$ cat config.mk
export PLATFORM = sky130hd
export DESIGN_NAME = imu_frame_deframer
export DESIGN_NICKNAME = d
export VERILOG_FILES = /design/src/imu_fd_pkg.sv /design/src/imu_fd_in_stage.sv /design/src/imu_fd_parser.sv /design/src/imu_fd_out_stage.sv /design/src/imu_frame_deframer.sv
export VERILOG_INCLUDE_DIRS = /design/src /design/src/src
export SDC_FILE = /design/constraint.sdc
export NUM_CORES = 1
export LEC_CHECK = 0
export ABC_AREA = 0
export BUFFER_PORTS_ARGS = -buffer_cell sky130_fd_sc_hd__buf_2
export CAP_MARGIN = 20
export CORE_ASPECT_RATIO = 1.1
export CORE_MARGIN = 8
export CORE_UTILIZATION = 40
export DETAILED_ROUTE_END_ITERATION = 10
export HOLD_SLACK_MARGIN = 0.05
export PLACE_DENSITY = 0.7
export SLEW_MARGIN = 25
export SYNTH_ARGS = -nofsm -noshare
export SYNTH_HDL_FRONTEND = slang
export SYNTH_SLANG_ARGS = --single-unit
$ cat constraint.sdc
create_clock -name aclk -period 3.6 [get_ports aclk]
set_clock_uncertainty 0.15 [all_clocks]
set_input_delay 0.18 -clock aclk [delete_from_list [all_inputs] [get_ports aclk]]
set_output_delay 0.18 -clock aclk [all_outputs]
set_load 0.005 [all_outputs]
$ cat src/imu_frame_deframer_defines.svh
// Assertion macros shared by the deframer RTL files.
// Depends on nothing; included by the files that carry assertions.
`ifndef IMU_FRAME_DEFRAMER_DEFINES_SVH
`define IMU_FRAME_DEFRAMER_DEFINES_SVH

// Same-cycle implication, disabled while reset is asserted.
`define IMU_ASSERT_IMPL(label, clk, rstn, ante, cons, msg) \
    label: assert property (@(posedge clk) disable iff (!rstn) (ante) |-> (cons)) \
        else $error(msg);

// Next-cycle implication, disabled while reset is asserted.
`define IMU_ASSERT_NEXT(label, clk, rstn, ante, cons, msg) \
    label: assert property (@(posedge clk) disable iff (!rstn) (ante) |=> (cons)) \
        else $error(msg);

`endif

$ cat src/imu_fd_pkg.sv
// Shared types, constants and helper functions of the IMU frame deframer.
// Depends on nothing; used by every module of the block.
package imu_fd_pkg;

    localparam logic [7:0] HDR_BYTE   = 8'h55;
    localparam logic [7:0] TYPE_ACC   = 8'h51;
    localparam logic [7:0] TYPE_GYRO  = 8'h52;
    localparam logic [7:0] TYPE_ANGLE = 8'h53;

    localparam int AXIS_BYTES = 6;

    // Frame byte positions: hunting, type byte, first axis byte, checksum byte.
    localparam logic [3:0] POS_HUNT  = 4'd0;
    localparam logic [3:0] POS_TYPE  = 4'd1;
    localparam logic [3:0] POS_AXIS0 = 4'd2;
    localparam logic [3:0] POS_LAST  = 4'd10;

    typedef enum logic [1:0] {
        KIND_ACC   = 2'd0,
        KIND_GYRO  = 2'd1,
        KIND_ANGLE = 2'd2
    } kind_t;

    typedef struct packed {
        logic signed [15:0] axis_z;
        logic signed [15:0] axis_y;
        logic signed [15:0] axis_x;
        kind_t              kind;
    } result_t;

    // Two's complement negation that maps the most negative code to the largest positive one.
    function automatic logic signed [15:0] neg_sat(input logic signed [15:0] v);
        logic signed [15:0] r;
        if (v == 16'sh8000) begin
            r = 16'sh7FFF;
        end else begin
            r = -v;
        end
        return r;
    endfunction

endpackage

$ cat src/imu_fd_in_stage.sv
// Input register of the IMU frame deframer: holds one received byte.
// Depends on imu_fd_pkg.
module imu_fd_in_stage
    import imu_fd_pkg::*;
(
    input  logic       aclk,
    input  logic       aresetn,
    input  logic       s_tvalid,
    output logic       s_tready,
    input  logic [7:0] s_tdata,
    input  logic       consume,
    output logic       byte_valid,
    output logic [7:0] byte_data
);

    logic       valid_reg;
    logic       valid_next;
    logic [7:0] byte_reg;

    // The register can take a new word when it is empty or emptied this cycle.
    assign s_tready   = !valid_reg || consume;
    assign valid_next = s_tready ? s_tvalid : valid_reg;

    always_ff @(posedge aclk) begin
        if (!aresetn) begin
            valid_reg <= 1'b0;
        end else begin
            valid_reg <= valid_next;
        end
    end

    always_ff @(posedge aclk) begin
        if (s_tvalid && s_tready) begin
            byte_reg <= s_tdata;
        end
    end

    assign byte_valid = valid_reg;
    assign byte_data  = byte_reg;

endmodule

$ cat src/imu_fd_parser.sv
// Frame tracker of the IMU frame deframer: byte position, checksum, captured fields,
// and the decode of a finished frame into one result. Depends on imu_fd_pkg and the
// assertion macros in imu_frame_deframer_defines.svh.
`include "imu_frame_deframer_defines.svh"
module imu_fd_parser
    import imu_fd_pkg::*;
(
    input  logic       aclk,
    input  logic       aresetn,
    input  logic       byte_valid,
    input  logic [7:0] byte_data,
    output logic       res_valid,
    output result_t    res
);

    logic [3:0] pos_reg;
    logic [3:0] pos_next;
    logic [7:0] sum_reg;
    logic [7:0] sum_next;
    logic [7:0] type_reg;
    logic [7:0] axis_reg [AXIS_BYTES];

    logic signed [15:0] raw_x;
    logic signed [15:0] raw_y;
    logic signed [15:0] raw_z;

    always_comb begin
        pos_next = pos_reg;
        sum_next = sum_reg;
        if (byte_valid) begin
            if (pos_reg == POS_HUNT) begin
                if (byte_data == HDR_BYTE) begin
                    pos_next = POS_TYPE;
                    sum_next = byte_data;
                end
            end else if (pos_reg == POS_LAST) begin
                pos_next = POS_HUNT;
            end else begin
                pos_next = pos_reg + 4'd1;
                sum_next = sum_reg + byte_data;
            end
        end
    end

    always_ff @(posedge aclk) begin
        if (!aresetn) begin
            pos_reg <= POS_HUNT;
            sum_reg <= 8'd0;
        end else begin
            pos_reg <= pos_next;
            sum_reg <= sum_next;
        end
    end

    // Field capture; these registers are always written before a frame is judged.
    always_ff @(posedge aclk) begin
        if (byte_valid && pos_reg == POS_TYPE) begin
            type_reg <= byte_data;
        end
        for (int i = 0; i < AXIS_BYTES; i++) begin
            if (byte_valid && pos_reg == POS_AXIS0 + 4'(i)) begin
                axis_reg[i] <= byte_data;
            end
        end
    end

    assign raw_x = {axis_reg[1], axis_reg[0]};
    assign raw_y = {axis_reg[3], axis_reg[2]};
    assign raw_z = {axis_reg[5], axis_reg[4]};

    always_comb begin
        res_valid  = 1'b0;
        res.kind   = KIND_ACC;
        res.axis_x = neg_sat(raw_y);
        res.axis_y = neg_sat(raw_x);
        res.axis_z = raw_z;
        if (byte_valid && pos_reg == POS_LAST && byte_data == sum_reg) begin
            unique case (type_reg)
                TYPE_ACC: begin
                    res_valid = 1'b1;
                    res.kind  = KIND_ACC;
                end
                TYPE_GYRO: begin
                    res_valid  = 1'b1;
                    res.kind   = KIND_GYRO;
                    res.axis_z = neg_sat(raw_z);
                end
                TYPE_ANGLE: begin
                    res_valid = 1'b1;
                    res.kind  = KIND_ANGLE;
                end
                default: begin
                    res_valid = 1'b0;
                end
            endcase
        end
    end

    `IMU_ASSERT_IMPL(a_pos_range, aclk, aresetn, 1'b1, pos_reg <= POS_LAST, "byte position out of range")
    `IMU_ASSERT_IMPL(a_res_at_end, aclk, aresetn, res_valid, byte_valid && pos_reg == POS_LAST && byte_data == sum_reg, "result outside a frame end")
    `IMU_ASSERT_NEXT(a_end_hunts, aclk, aresetn, byte_valid && pos_reg == POS_LAST, pos_reg == POS_HUNT, "no return to hunting after a frame")
    `IMU_ASSERT_NEXT(a_hunt_drop, aclk, aresetn, byte_valid && pos_reg == POS_HUNT && byte_data != HDR_BYTE, pos_reg == POS_HUNT, "frame started without a header")

endmodule

$ cat src/imu_fd_out_stage.sv
// Result register of the IMU frame deframer, drained by the master-side stream.
// Depends on imu_fd_pkg.
module imu_fd_out_stage
    import imu_fd_pkg::*;
(
    input  logic    aclk,
    input  logic    aresetn,
    input  logic    res_valid,
    input  result_t res,
    output logic    free,
    output logic    m_tvalid,
    input  logic    m_tready,
    output result_t m_res
);

    logic    valid_reg;
    logic    valid_next;
    result_t res_reg;

    // Free when empty or when the held word leaves this cycle.
    assign free       = !valid_reg || m_tready;
    assign valid_next = free ? res_valid : valid_reg;

    always_ff @(posedge aclk) begin
        if (!aresetn) begin
            valid_reg <= 1'b0;
        end else begin
            valid_reg <= valid_next;
        end
    end

    always_ff @(posedge aclk) begin
        if (free && res_valid) begin
            res_reg <= res;
        end
    end

    assign m_tvalid = valid_reg;
    assign m_res    = res_reg;

endmodule

$ cat src/imu_frame_deframer.sv
// IMU frame deframer: turns a received byte stream into acceleration, angular rate
// and angle results. Depends on imu_fd_pkg, imu_fd_in_stage, imu_fd_parser, imu_fd_out_stage.
//
// Usage: each word on the slave side carries one received byte in s_tdata. The block
// drops bytes until the header 0x55, then takes the ten following bytes as a frame:
// type, six little-endian axis bytes, two unused bytes and an 8-bit sum checksum over
// the first ten bytes. A frame with a good checksum and type 0x51, 0x52 or 0x53 gives
// one word on the master side; any other frame is dropped without notice.
// The master word carries the remapped axes in m_tdata and the result kind in m_tuser.
// A result word reaches m_tvalid through the input register, which holds the checksum
// byte, and then the result register, which is loaded with the decoded frame.
// Throughput: one byte per cycle while the result register can take a new word; the
// byte position and running checksum are updated between the input register and the
// result register.
// Reset (aresetn low at a rising edge) empties both registers and returns the block to
// hunting with a cleared checksum; no memory clearing pass is needed.
// When the receiver stalls, the held result stays stable; the block keeps one byte in
// its input register and then holds s_tready low until the result word is taken.
module imu_frame_deframer
    import imu_fd_pkg::*;
(
    input  logic        aclk,
    input  logic        aresetn,
    input  logic        s_tvalid,
    output logic        s_tready,
    input  logic [7:0]  s_tdata,   // [7:0] rx_byte
    output logic        m_tvalid,
    input  logic        m_tready,
    output logic [47:0] m_tdata,   // [15:0] axis_x, [31:16] axis_y, [47:32] axis_z
    output logic [1:0]  m_tuser    // [1:0] kind
);

    logic       byte_valid;
    logic [7:0] byte_data;
    logic       consume;
    logic       free;
    logic       res_valid;
    result_t    res;
    result_t    m_res;

    // A byte moves from the input register through the frame logic whenever the
    // result register can take whatever it produces.
    assign consume = byte_valid && free;

    imu_fd_in_stage u_in (
        .aclk       (aclk),
        .aresetn    (aresetn),
        .s_tvalid   (s_tvalid),
        .s_tready   (s_tready),
        .s_tdata    (s_tdata),
        .consume    (consume),
        .byte_valid (byte_valid),
        .byte_data  (byte_data)
    );

    imu_fd_parser u_parser (
        .aclk       (aclk),
        .aresetn    (aresetn),
        .byte_valid (consume),
        .byte_data  (byte_data),
        .res_valid  (res_valid),
        .res        (res)
    );

    imu_fd_out_stage u_out (
        .aclk      (aclk),
        .aresetn   (aresetn),
        .res_valid (res_valid),
        .res       (res),
        .free      (free),
        .m_tvalid  (m_tvalid),
        .m_tready  (m_tready),
        .m_res     (m_res)
    );

    assign m_tdata = {m_res.axis_z, m_res.axis_y, m_res.axis_x};
    assign m_tuser = m_res.kind;

endmodule
==> results of run 1 <==
-- power by group through the flow --
stage	logic (mW)	registers (mW)	clock network, mW
finish	0.0657	1.64	1.70
detailed placement	0.0533	1.67	0
global placement	0.0522	1.67	0
global route	0.0719	1.64	1.80
floorplan	0.0266	1.66	0
CTS	0.0652	1.64	1.72
-- worst register-to-register path, stage by stage (launching register included) --
cell and delay, ns:
edfxtp_1 0.53, ha_1 0.43, nor4b_1 0.37, nand3b_1 0.19, nor4_2 0.43, o21a_2 0.21
buf_4 0.26, o21a_1 0.14, dlygate4sd3_1 0.53
-- metal layers --
layer	wire [um]	share of wire, %	vias to the layer above	GRT usage (%)
met2	5810	50	112	22.1
met1	4850	42	1847	15.0
met5	0	0	-	0
met4	225	1.9	0	5.63
met3	718	6.2	25	4.00
li1	-	-	1882	-
-- synthesized netlist by cell type (3+ instances only) --
| library cell | number |
|---|---|
| xnor2_1 | 10 |
| o211a_1 | 3 |
| o21ai_0 | 13 |
| or2_2 | 7 |
| nor3_1 | 15 |
| a21boi_0 | 4 |
| mux2i_1 | 6 |
| nor4_1 | 12 |
| nand2b_1 | 9 |
| and3_1 | 3 |
| or3_1 | 9 |
| buf_2 | 3 |
| a21oi_1 | 22 |
| nor2b_1 | 11 |
| nor3b_1 | 3 |
| o31ai_1 | 3 |
| nand3b_1 | 4 |
| a31oi_1 | 10 |
| edfxtp_1 | 114 |
| or4_1 | 5 |
| ha_1 | 10 |
| nand3_1 | 9 |
| inv_1 | 15 |
| xor2_1 | 14 |
| nand2_1 | 56 |
| clkbuf_1 | 7 |
| nor2_1 | 28 |
| dfxtp_1 | 14 |
-- worst paths after layout --
path,slack [ns],cells past startpoint,start,end
hold reg to reg,0.35,2,u_parser.sum_reg[5],u_parser.sum_reg[5]
setup reg to reg,0.30,8,u_in.byte_data[5],u_out.m_tvalid
hold / removal,0.33,2,s_tdata[0],u_in.byte_data[0]
setup / recovery,0.30,8,u_in.byte_data[5],u_out.m_tvalid
-- through the flow --
stage                     std cells  power (mW)  worst slack [ns]  hold WS (ns)  utilization, %
after global routing            749        3.51            0.0616         0.319            50.6
after global placement          703        1.72             0.664         0.208            45.2
after floorplan                 452        1.69             0.222         0.129               -
after CTS                       749        3.42             0.201         0.316            50.5
after detailed placement        703        1.72             0.579         0.209            45.2
final                           749        3.40             0.300         0.334            50.6
-- timing repair --
action,CTS,global route
resized for setup,0,1
hold endpoints to repair,21,0
setup endpoints to repair,0,1
hold buffers,14,0
-- kinds of logic after synthesis --
kind of cell    count (synthesis)  share of synthesized area (%)
simple gates                  186                           17.4
flops                         128                           65.3
compound gates                 70                           7.85
buf+inv                        27                           2.16
xor+xnor                       24                           3.71
fa+ha+maj                      11                           2.56
mux                             6                           1.06
-- layout make-up --
cell class / instances / area [um2]
fillers: 1200 / 6850
well taps: 188 / 235
repair buffers: 89 / 546
clock buffers: 23 / 498
flip-flops and latches: 128 / 3700
inverters: 15 / 56.3
clock inverters: 9 / 105
multi-input cells: 297 / 1860
==> flow_summary.ini, run 1 <==
[worst_setup_path]
crit_family = simple AND/OR/NAND/NOR gates
worstPathRequired_ns = 3.81
max_stage_delay_ns = 0.53
cp-start-kind = flip-flop
cp_data_arrival_time_ns = 3.51
critPathSlowestCell = edfxtp_1
crit_type = flip-flop to flip-flop
cp-end-kind = flip-flop
crit_fanout = 18
path_cells = ha_1 > nor4b_1 > nand3b_1 > nor4_2 > o21a_2 > buf_4 > o21a_1 > dlygate4sd3_1
path_buf_inv = 2

[synth]
ys.flop_type = edfxtp_1
yosysWarnings = 0
synth_area_leaders = edfxtp_1 60%, dfxtp_1 4.9%, nand2_1 3.7%
yosysTopAreaCellShare_pct = 60.3
synth_cell_types = 56
synth-edff-count = 114
syn_nets = 475
syn_inst = 452
ys_seq_area_share_pct = 65.3
async_reset_ff_share_pct = 0
netlist_area_um2 = 5670
ys_ff_latch = 128
syn_area_per_cell_um2 = 12.6
yosysTopAreaCell = edfxtp_1

[die]
io_pins = 64
initial_core_util_pct = 41.0
dieArea_um2 = 18300
fp.dieH_um = 141
row_count = 45
die_width_um = 130
core-area_um2 = 13900

[power]
combPwrFrac_pct = 1.9
p_seq_share_pct = 48.2
p_switching_mw = 0.644
power.leakage_nw = 2.59
clock_power_share_pct = 49.9
swShare_pct = 18.9
p_int_mw = 2.76
p_per_area_nw_per_um2 = 486
max-vdd-ir-drop_mv = 0.246

[placement]
portBuffers = 63
gp_congestion = 0.849
placed_area_um2 = 6250
dpl.hpwl_mm = 7.98

[cells_and_area]
drive_above_1_share_pct = 21.9
n_antenna_cell = 0
nets = 571
mostFrequentLayoutCells = 114 x edfxtp_1, 63 x buf_2, 56 x nand2_1
largest_reg_flops = 50
final_common_cell = edfxtp_1
final_area_um2 = 7000
syn_to_final_growth_pct = 23.5

[detailed_routing]
dr.first_iter.drc_count = 280
avgRoutedWirePerCell_um = 15.5
routed_via_density = 5.16
drc = 0
postRouteAntennaNets = 0
wirelength_mm = 11.6
vias = 3866
dr.pass1.iters = 5

[global_route]
grt_usage_pct = 13.1
grt_max_degree = 34
overflow = 0
grt_pass1_wl_mm = 18.7
grt_pass1_vias = 3822
antenna_found_initial = 0

[cts]
cts_buffers = 17
clock_path_buffers = 2
post_cts_buffers = 0
cts_root_buf = clkbuf_16
cts_tree = built
cts.htree.levels = 4
clkLatencyLatePin_ns = 0.41
cts.sinks = 128
clk_pin_slew_ns = 0.06

[sta]
slew_headroom_pct = 49.7
finalCriticalPeriod_ns = 3.30
worst_pin_slew_ns = 0.752
hold_violations = 0
max_freq_mhz = 303
totalNegativeSetupSlack_ns = 0
slew_violations = 0
period_share_pct = 91.7
setup_viol = 0
rsz0062_at_grt = no

[hold_path]
hold_class = input port to flip-flop

[status]
outcome = completed

[run]
maxCapViolations = 0
Note: power is estimated with default switching activity, not from simulation.
==> inputs of run 2 (changes only) <==
- PLACE_DENSITY: 0.7 -> 0.68
- SETUP_SLACK_MARGIN: unset -> 0.15
- clock period: 3.6 -> 3.7 ns (I/O delays scaled with it)
==> run 2 against run 1 <==
Against the previous run:
- sequential power down 3%
- first-iteration DRC count up 21%
- critical path type unchanged
- flip-flop and latch count unchanged
- core utilization down 0.14 points
- global-route usage down 0.13 points
- cell count down 0.13%
- largest power group unchanged
- non-clock buffer count down 1
- critical path depth unchanged
- combinational power down 10%
==> flow_summary.ini, run 2 (synthesis results as in run 1) <==
[status]
outcome = completed

[sta]
max_freq_mhz = 313
finalCriticalPeriod_ns = 3.20
setup_viol = 0
worst_pin_slew_ns = 0.726
rsz0062_at_grt = no
hold_violations = 0
slew_violations = 0
slew_headroom_pct = 51.4
totalNegativeSetupSlack_ns = 0
period_share_pct = 86.4

[cts]
clock_path_buffers = 2
clkLatencyLatePin_ns = 0.41
cts.sinks = 128
cts_root_buf = clkbuf_16
cts.htree.levels = 4
post_cts_buffers = 0
cts_buffers = 17
clk_pin_slew_ns = 0.06
cts_tree = built

[detailed_routing]
dr.first_iter.drc_count = 340
avgRoutedWirePerCell_um = 15.2
wirelength_mm = 11.3
postRouteAntennaNets = 0
routed_via_density = 5.12
dr.pass1.iters = 4
vias = 3828
drc = 0

[worst_setup_path]
cp_data_arrival_time_ns = 3.40
r2r-start = u_in.byte_data[5]
cp-start-kind = flip-flop
worstReg2RegEnd = u_out.m_tvalid
reg2reg_setup_slack_ns = 0.50
crit_type = flip-flop to flip-flop
crit_start = u_in.byte_data[5]
cp-endpoint = u_out.m_tvalid
worstPathRequired_ns = 3.90
crit_fanout = 18
r2r_cells = 8
cp-end-kind = flip-flop

[die]
initial_core_util_pct = 41.0
fp.dieH_um = 141
io_pins = 64
dieArea_um2 = 18300
row_count = 45
core-area_um2 = 13900
die_width_um = 130

[cells_and_area]
syn_to_final_growth_pct = 23.1
final_area_um2 = 6980
nets = 570
drive_above_1_share_pct = 22.0
final_common_cell = edfxtp_1
largest_reg_flops = 50
utilization_pct = 50.4
mostFrequentLayoutCells = 114 x edfxtp_1, 63 x buf_2, 56 x nand2_1
n_antenna_cell = 0

[power]
swShare_pct = 19.9
combPwrFrac_pct = 1.8
p_per_area_nw_per_um2 = 470
clock_power_share_pct = 49.7
p_int_mw = 2.63
p_switching_mw = 0.654
max-vdd-ir-drop_mv = 0.321
p_seq_share_pct = 48.5
power.leakage_nw = 2.58

[placement]
dpl.hpwl_mm = 7.87
gp_congestion = 0.890
portBuffers = 63
placed_area_um2 = 6250

[hold_path]
hold_class = input port to flip-flop

[global_route]
overflow = 0
grt_pass1_wl_mm = 18.5
gr-usage-met1_pct = 15.4
grt_max_degree = 34
grt_usage_pct = 13.0
grtUsageMet2_pct = 21.3
grt.busiest_layer = met2
grt_pass1_vias = 3755
antenna_found_initial = 0
grtUsageMet3_pct = 3.96

[run]
maxCapViolations = 0
==> run 2: cell types whose count changed in the layout (fill, tap and decap cells not counted), sizes merged <==
cell / change
inv: +1
buf: -1
clkinv: +4
clkinvlp: -1
clkbuf: -4
==> run 2: routing by layer <==
layer	share of wire [%]	up-vias
met2	49	98
met1	44	1846
met3	5.8	12
met4	1.4	0
li1	-	1872
met5	0	-
==> run 2: how the worst min path moves through the flow <==
stage	start	to	cells after the start
2_1_floorplan	s_tdata[0]	u_in.byte_data[0]	0
3_3_place_gp	s_tdata[7]	u_in.byte_data[7]	1
3_5_place_dp	s_tdata[7]	u_in.byte_data[7]	1
4_1_cts	s_tdata[7]	u_in.byte_data[7]	2
5_1_grt	s_tdata[4]	u_in.byte_data[4]	2
6_report	s_tdata[0]	u_in.byte_data[0]	2
==> run 2: stage by stage <==
stage	hold WS, ns	setup slack (ns)	std cells	power (mW)
6_report	0.336	0.504	748	3.29
5_1_grt	0.332	0.318	748	3.37
4_1_cts	0.310	0.380	748	3.31
3_5_place_dp	0.213	0.630	702	1.67
3_3_place_gp	0.213	0.742	702	1.67
2_1_floorplan	0.134	0.322	452	1.64
==> run 2: timing repair <==
| action | in CTS | in global routing |
|---|---|---|
| endpoints found under the setup margin | 0 | 1 |
| resized for setup | 0 | 1 |
| hold buffers | 14 | 0 |
| hold endpoints to repair | 21 | 0 |
==> run 2: worst max-delay path, stage by stage (launching register included) <==
cell and delay, ns:
edfxtp_1 0.52, ha_1 0.43, nor4b_1 0.27, nand3b_1 0.17, nor4_2 0.43, o21a_2 0.22, buf_4 0.27, o21a_1 0.15
dlygate4sd3_1 0.54
==> run 2: power groups by stage <==
| stage | Clock, mW | Sequential (mW) | Combinational, mW |
|---|---|---|---|
| after CTS | 1.66 | 1.60 | 0.0583 |
| after global routing | 1.71 | 1.60 | 0.0656 |
| final | 1.63 | 1.59 | 0.0591 |
| after detailed placement | 0 | 1.63 | 0.0477 |
| after global placement | 0 | 1.62 | 0.0463 |
| after floorplan | 0 | 1.62 | 0.0259 |
==> run 2: layout make-up <==
class,instances,area (um2)
Fill cell,1224,6870
Sequential cell,128,3700
Multi-Input combinational cell,297,1860
Timing Repair Buffer,88,538
Clock buffer,19,453
Tap cell,188,235
Clock inverter,13,138
Inverter,15,56.3
==> inputs of run 3 (changes only) <==
- ABC_CLOCK_PERIOD_IN_PS: unset -> 3200
- CTS_CLUSTER_SIZE: unset -> 20
- clock period: 3.7 -> 3.2 ns (I/O delays scaled with it)
==> run 3 against run 2 <==
Against the previous run:
- register-to-register slack got worse by 0.07 ns
- die area did not move
- core utilization up 0.24 points
- largest cell class unchanged
- highest routed layer unchanged
==> flow_summary.ini, run 3 (synthesis results as in run 1) <==
[hold_path]
hp-start = s_tdata[4]
hold_path_depth = 2
min_to = u_in.byte_data[4]
hold_class = input port to flip-flop

[sta]
slew_violations = 0
slew_headroom_pct = 47.6
totalNegativeSetupSlack_ns = 0
hold_violations = 0
whs_ns = 0.307
rsz0062_at_grt = no
period_share_pct = 86.6
finalCriticalPeriod_ns = 2.77
max_freq_mhz = 361
worst_pin_slew_ns = 0.783
setup_viol = 0
layout_setup_ws_ns = 0.430

[die]
dieArea_um2 = 18300
core-area_um2 = 13900
row_count = 45
fp.dieH_um = 141
die_width_um = 130
initial_core_util_pct = 41.0
io_pins = 64

[global_route]
antenna_found_initial = 0
grt_pass1_vias = 3706
grt_max_degree = 52
grt_usage_pct = 13.1
overflow = 0
grt_pass1_wl_mm = 18.5

[worst_setup_path]
r2r-start = u_in.byte_data[5]
crit_start = u_in.byte_data[5]
worstReg2RegEnd = u_out.m_res[36]
cp-end-kind = flip-flop
crit_fanout = 6
crit_type = flip-flop to flip-flop
reg2reg_setup_slack_ns = 0.43
worstPathRequired_ns = 3.19
cp-start-kind = flip-flop
r2r_cells = 7
cp_data_arrival_time_ns = 2.76

[detailed_routing]
wirelength_mm = 11.6
dr.first_iter.drc_count = 246
drc = 0
avgRoutedWirePerCell_um = 15.4
vias = 3824
routed_via_density = 5.09
dr.pass1.iters = 4
postRouteAntennaNets = 0

[run]
maxCapViolations = 0

[power]
p_switching_mw = 0.747
max-vdd-ir-drop_mv = 0.362
p_per_area_nw_per_um2 = 543
p_seq_share_pct = 48.0
p_int_mw = 3.07
power_mw = 3.81
swShare_pct = 19.6
clock_power_share_pct = 49.4
power.leakage_nw = 2.59
combPwrFrac_pct = 2.6

[cells_and_area]
nets = 574
multiInputGateArea_um2 = 1860
largest_reg_flops = 50
final_area_um2 = 7020
n_antenna_cell = 0
fillers = 1218
seqCellArea_um2 = 3700
mostFrequentLayoutCells = 114 x edfxtp_1, 63 x buf_2, 56 x nand2_1
final_common_cell = edfxtp_1
syn_to_final_growth_pct = 23.7
drive_above_1_share_pct = 22.2

[cts]
post_cts_buffers = 0
cts_tree = built
cts_buffers = 17
clkLatencyLatePin_ns = 0.41
clk_pin_slew_ns = 0.06
cts.sinks = 128
cts_root_buf = clkbuf_16
clock_path_buffers = 2
cts.htree.levels = 4

[placement]
placed_area_um2 = 6300
place_ws_ns = 0.363
gp_congestion = 0.817
dpl.hpwl_mm = 8.02
portBuffers = 63

[status]
outcome = completed
## run 3: cell count changes in the layout (fill, tap and decap cells not counted)
| cell | before | now |
|---|---|---|
| clkinv_1 | 0 | 1 |
| buf_4 | 11 | 15 |
| clkinv_2 | 4 | 3 |
| clkbuf_8 | 2 | 3 |
| clkbuf_1 | 0 | 2 |
| dlygate4sd3_1 | 14 | 13 |
| buf_12 | 0 | 1 |
| clkinv_4 | 3 | 0 |
## run 3: power by group through the flow
stage,clock (mW),combinational (mW),sequential (mW)
after floorplan,0,0.0299,1.87
after global placement,0,0.0848,1.86
after detailed placement,0,0.0870,1.86
after CTS,1.91,0.0996,1.83
after global routing,1.99,0.108,1.83
final,1.88,0.0993,1.83
## run 3: worst max-delay path by stage
stage | slack [ns] | end | cells past startpoint
final | 0.43 | u_out.m_res[36] | 7
after global routing | 0.19 | u_out.m_res[41] | 7
after CTS | 0.30 | u_out.m_res[36] | 7
after detailed placement | 0.36 | u_out.m_res[36] | 7
after global placement | 0.40 | u_out.m_res[43] | 7
after floorplan | 0.32 | u_out.m_res[0] | 5
## run 3: routing by layer
| layer | routed length, um | track usage, % |
|---|---|---|
| met5 | 0 | 0 |
| met4 | 210 | 5.69 |
| met3 | 659 | 3.51 |
| met2 | 5870 | 22.6 |
| met1 | 4840 | 15.0 |
## run 3: cell type report
type / count / share of cell area, %
Timing Repair Buffer: 92 / 8.24
Inverter: 15 / 0.802
Clock buffer: 22 / 6.76
Sequential cell: 128 / 52.8
Clock inverter: 10 / 1.57
Tap cell: 188 / 3.35
Multi-Input combinational cell: 297 / 26.5
## run 3: per-stage QoR
step / utilization [%] / std cells
2_1_floorplan: - / 452
3_3_place_gp: 45.5 / 707
3_5_place_dp: 45.5 / 707
4_1_cts: 50.6 / 752
5_1_grt: 50.7 / 752
6_report: 50.7 / 752
## run 3: repair_timing
item	CTS	global route
hold buffers	13	0
gates resized for setup	0	1
endpoints found under the setup margin	0	7
hold endpoints to repair	21	0
## run 3: worst max-delay path: stages, from the launching register on
cell,delay (ns)
edfxtp_1,0.41
ha_1,0.39
nor4b_1,0.27
nand3b_1,0.17
nor4_2,0.41
nand3b_1,0.18
nor2_1,0.38
a31oi_1,0.14
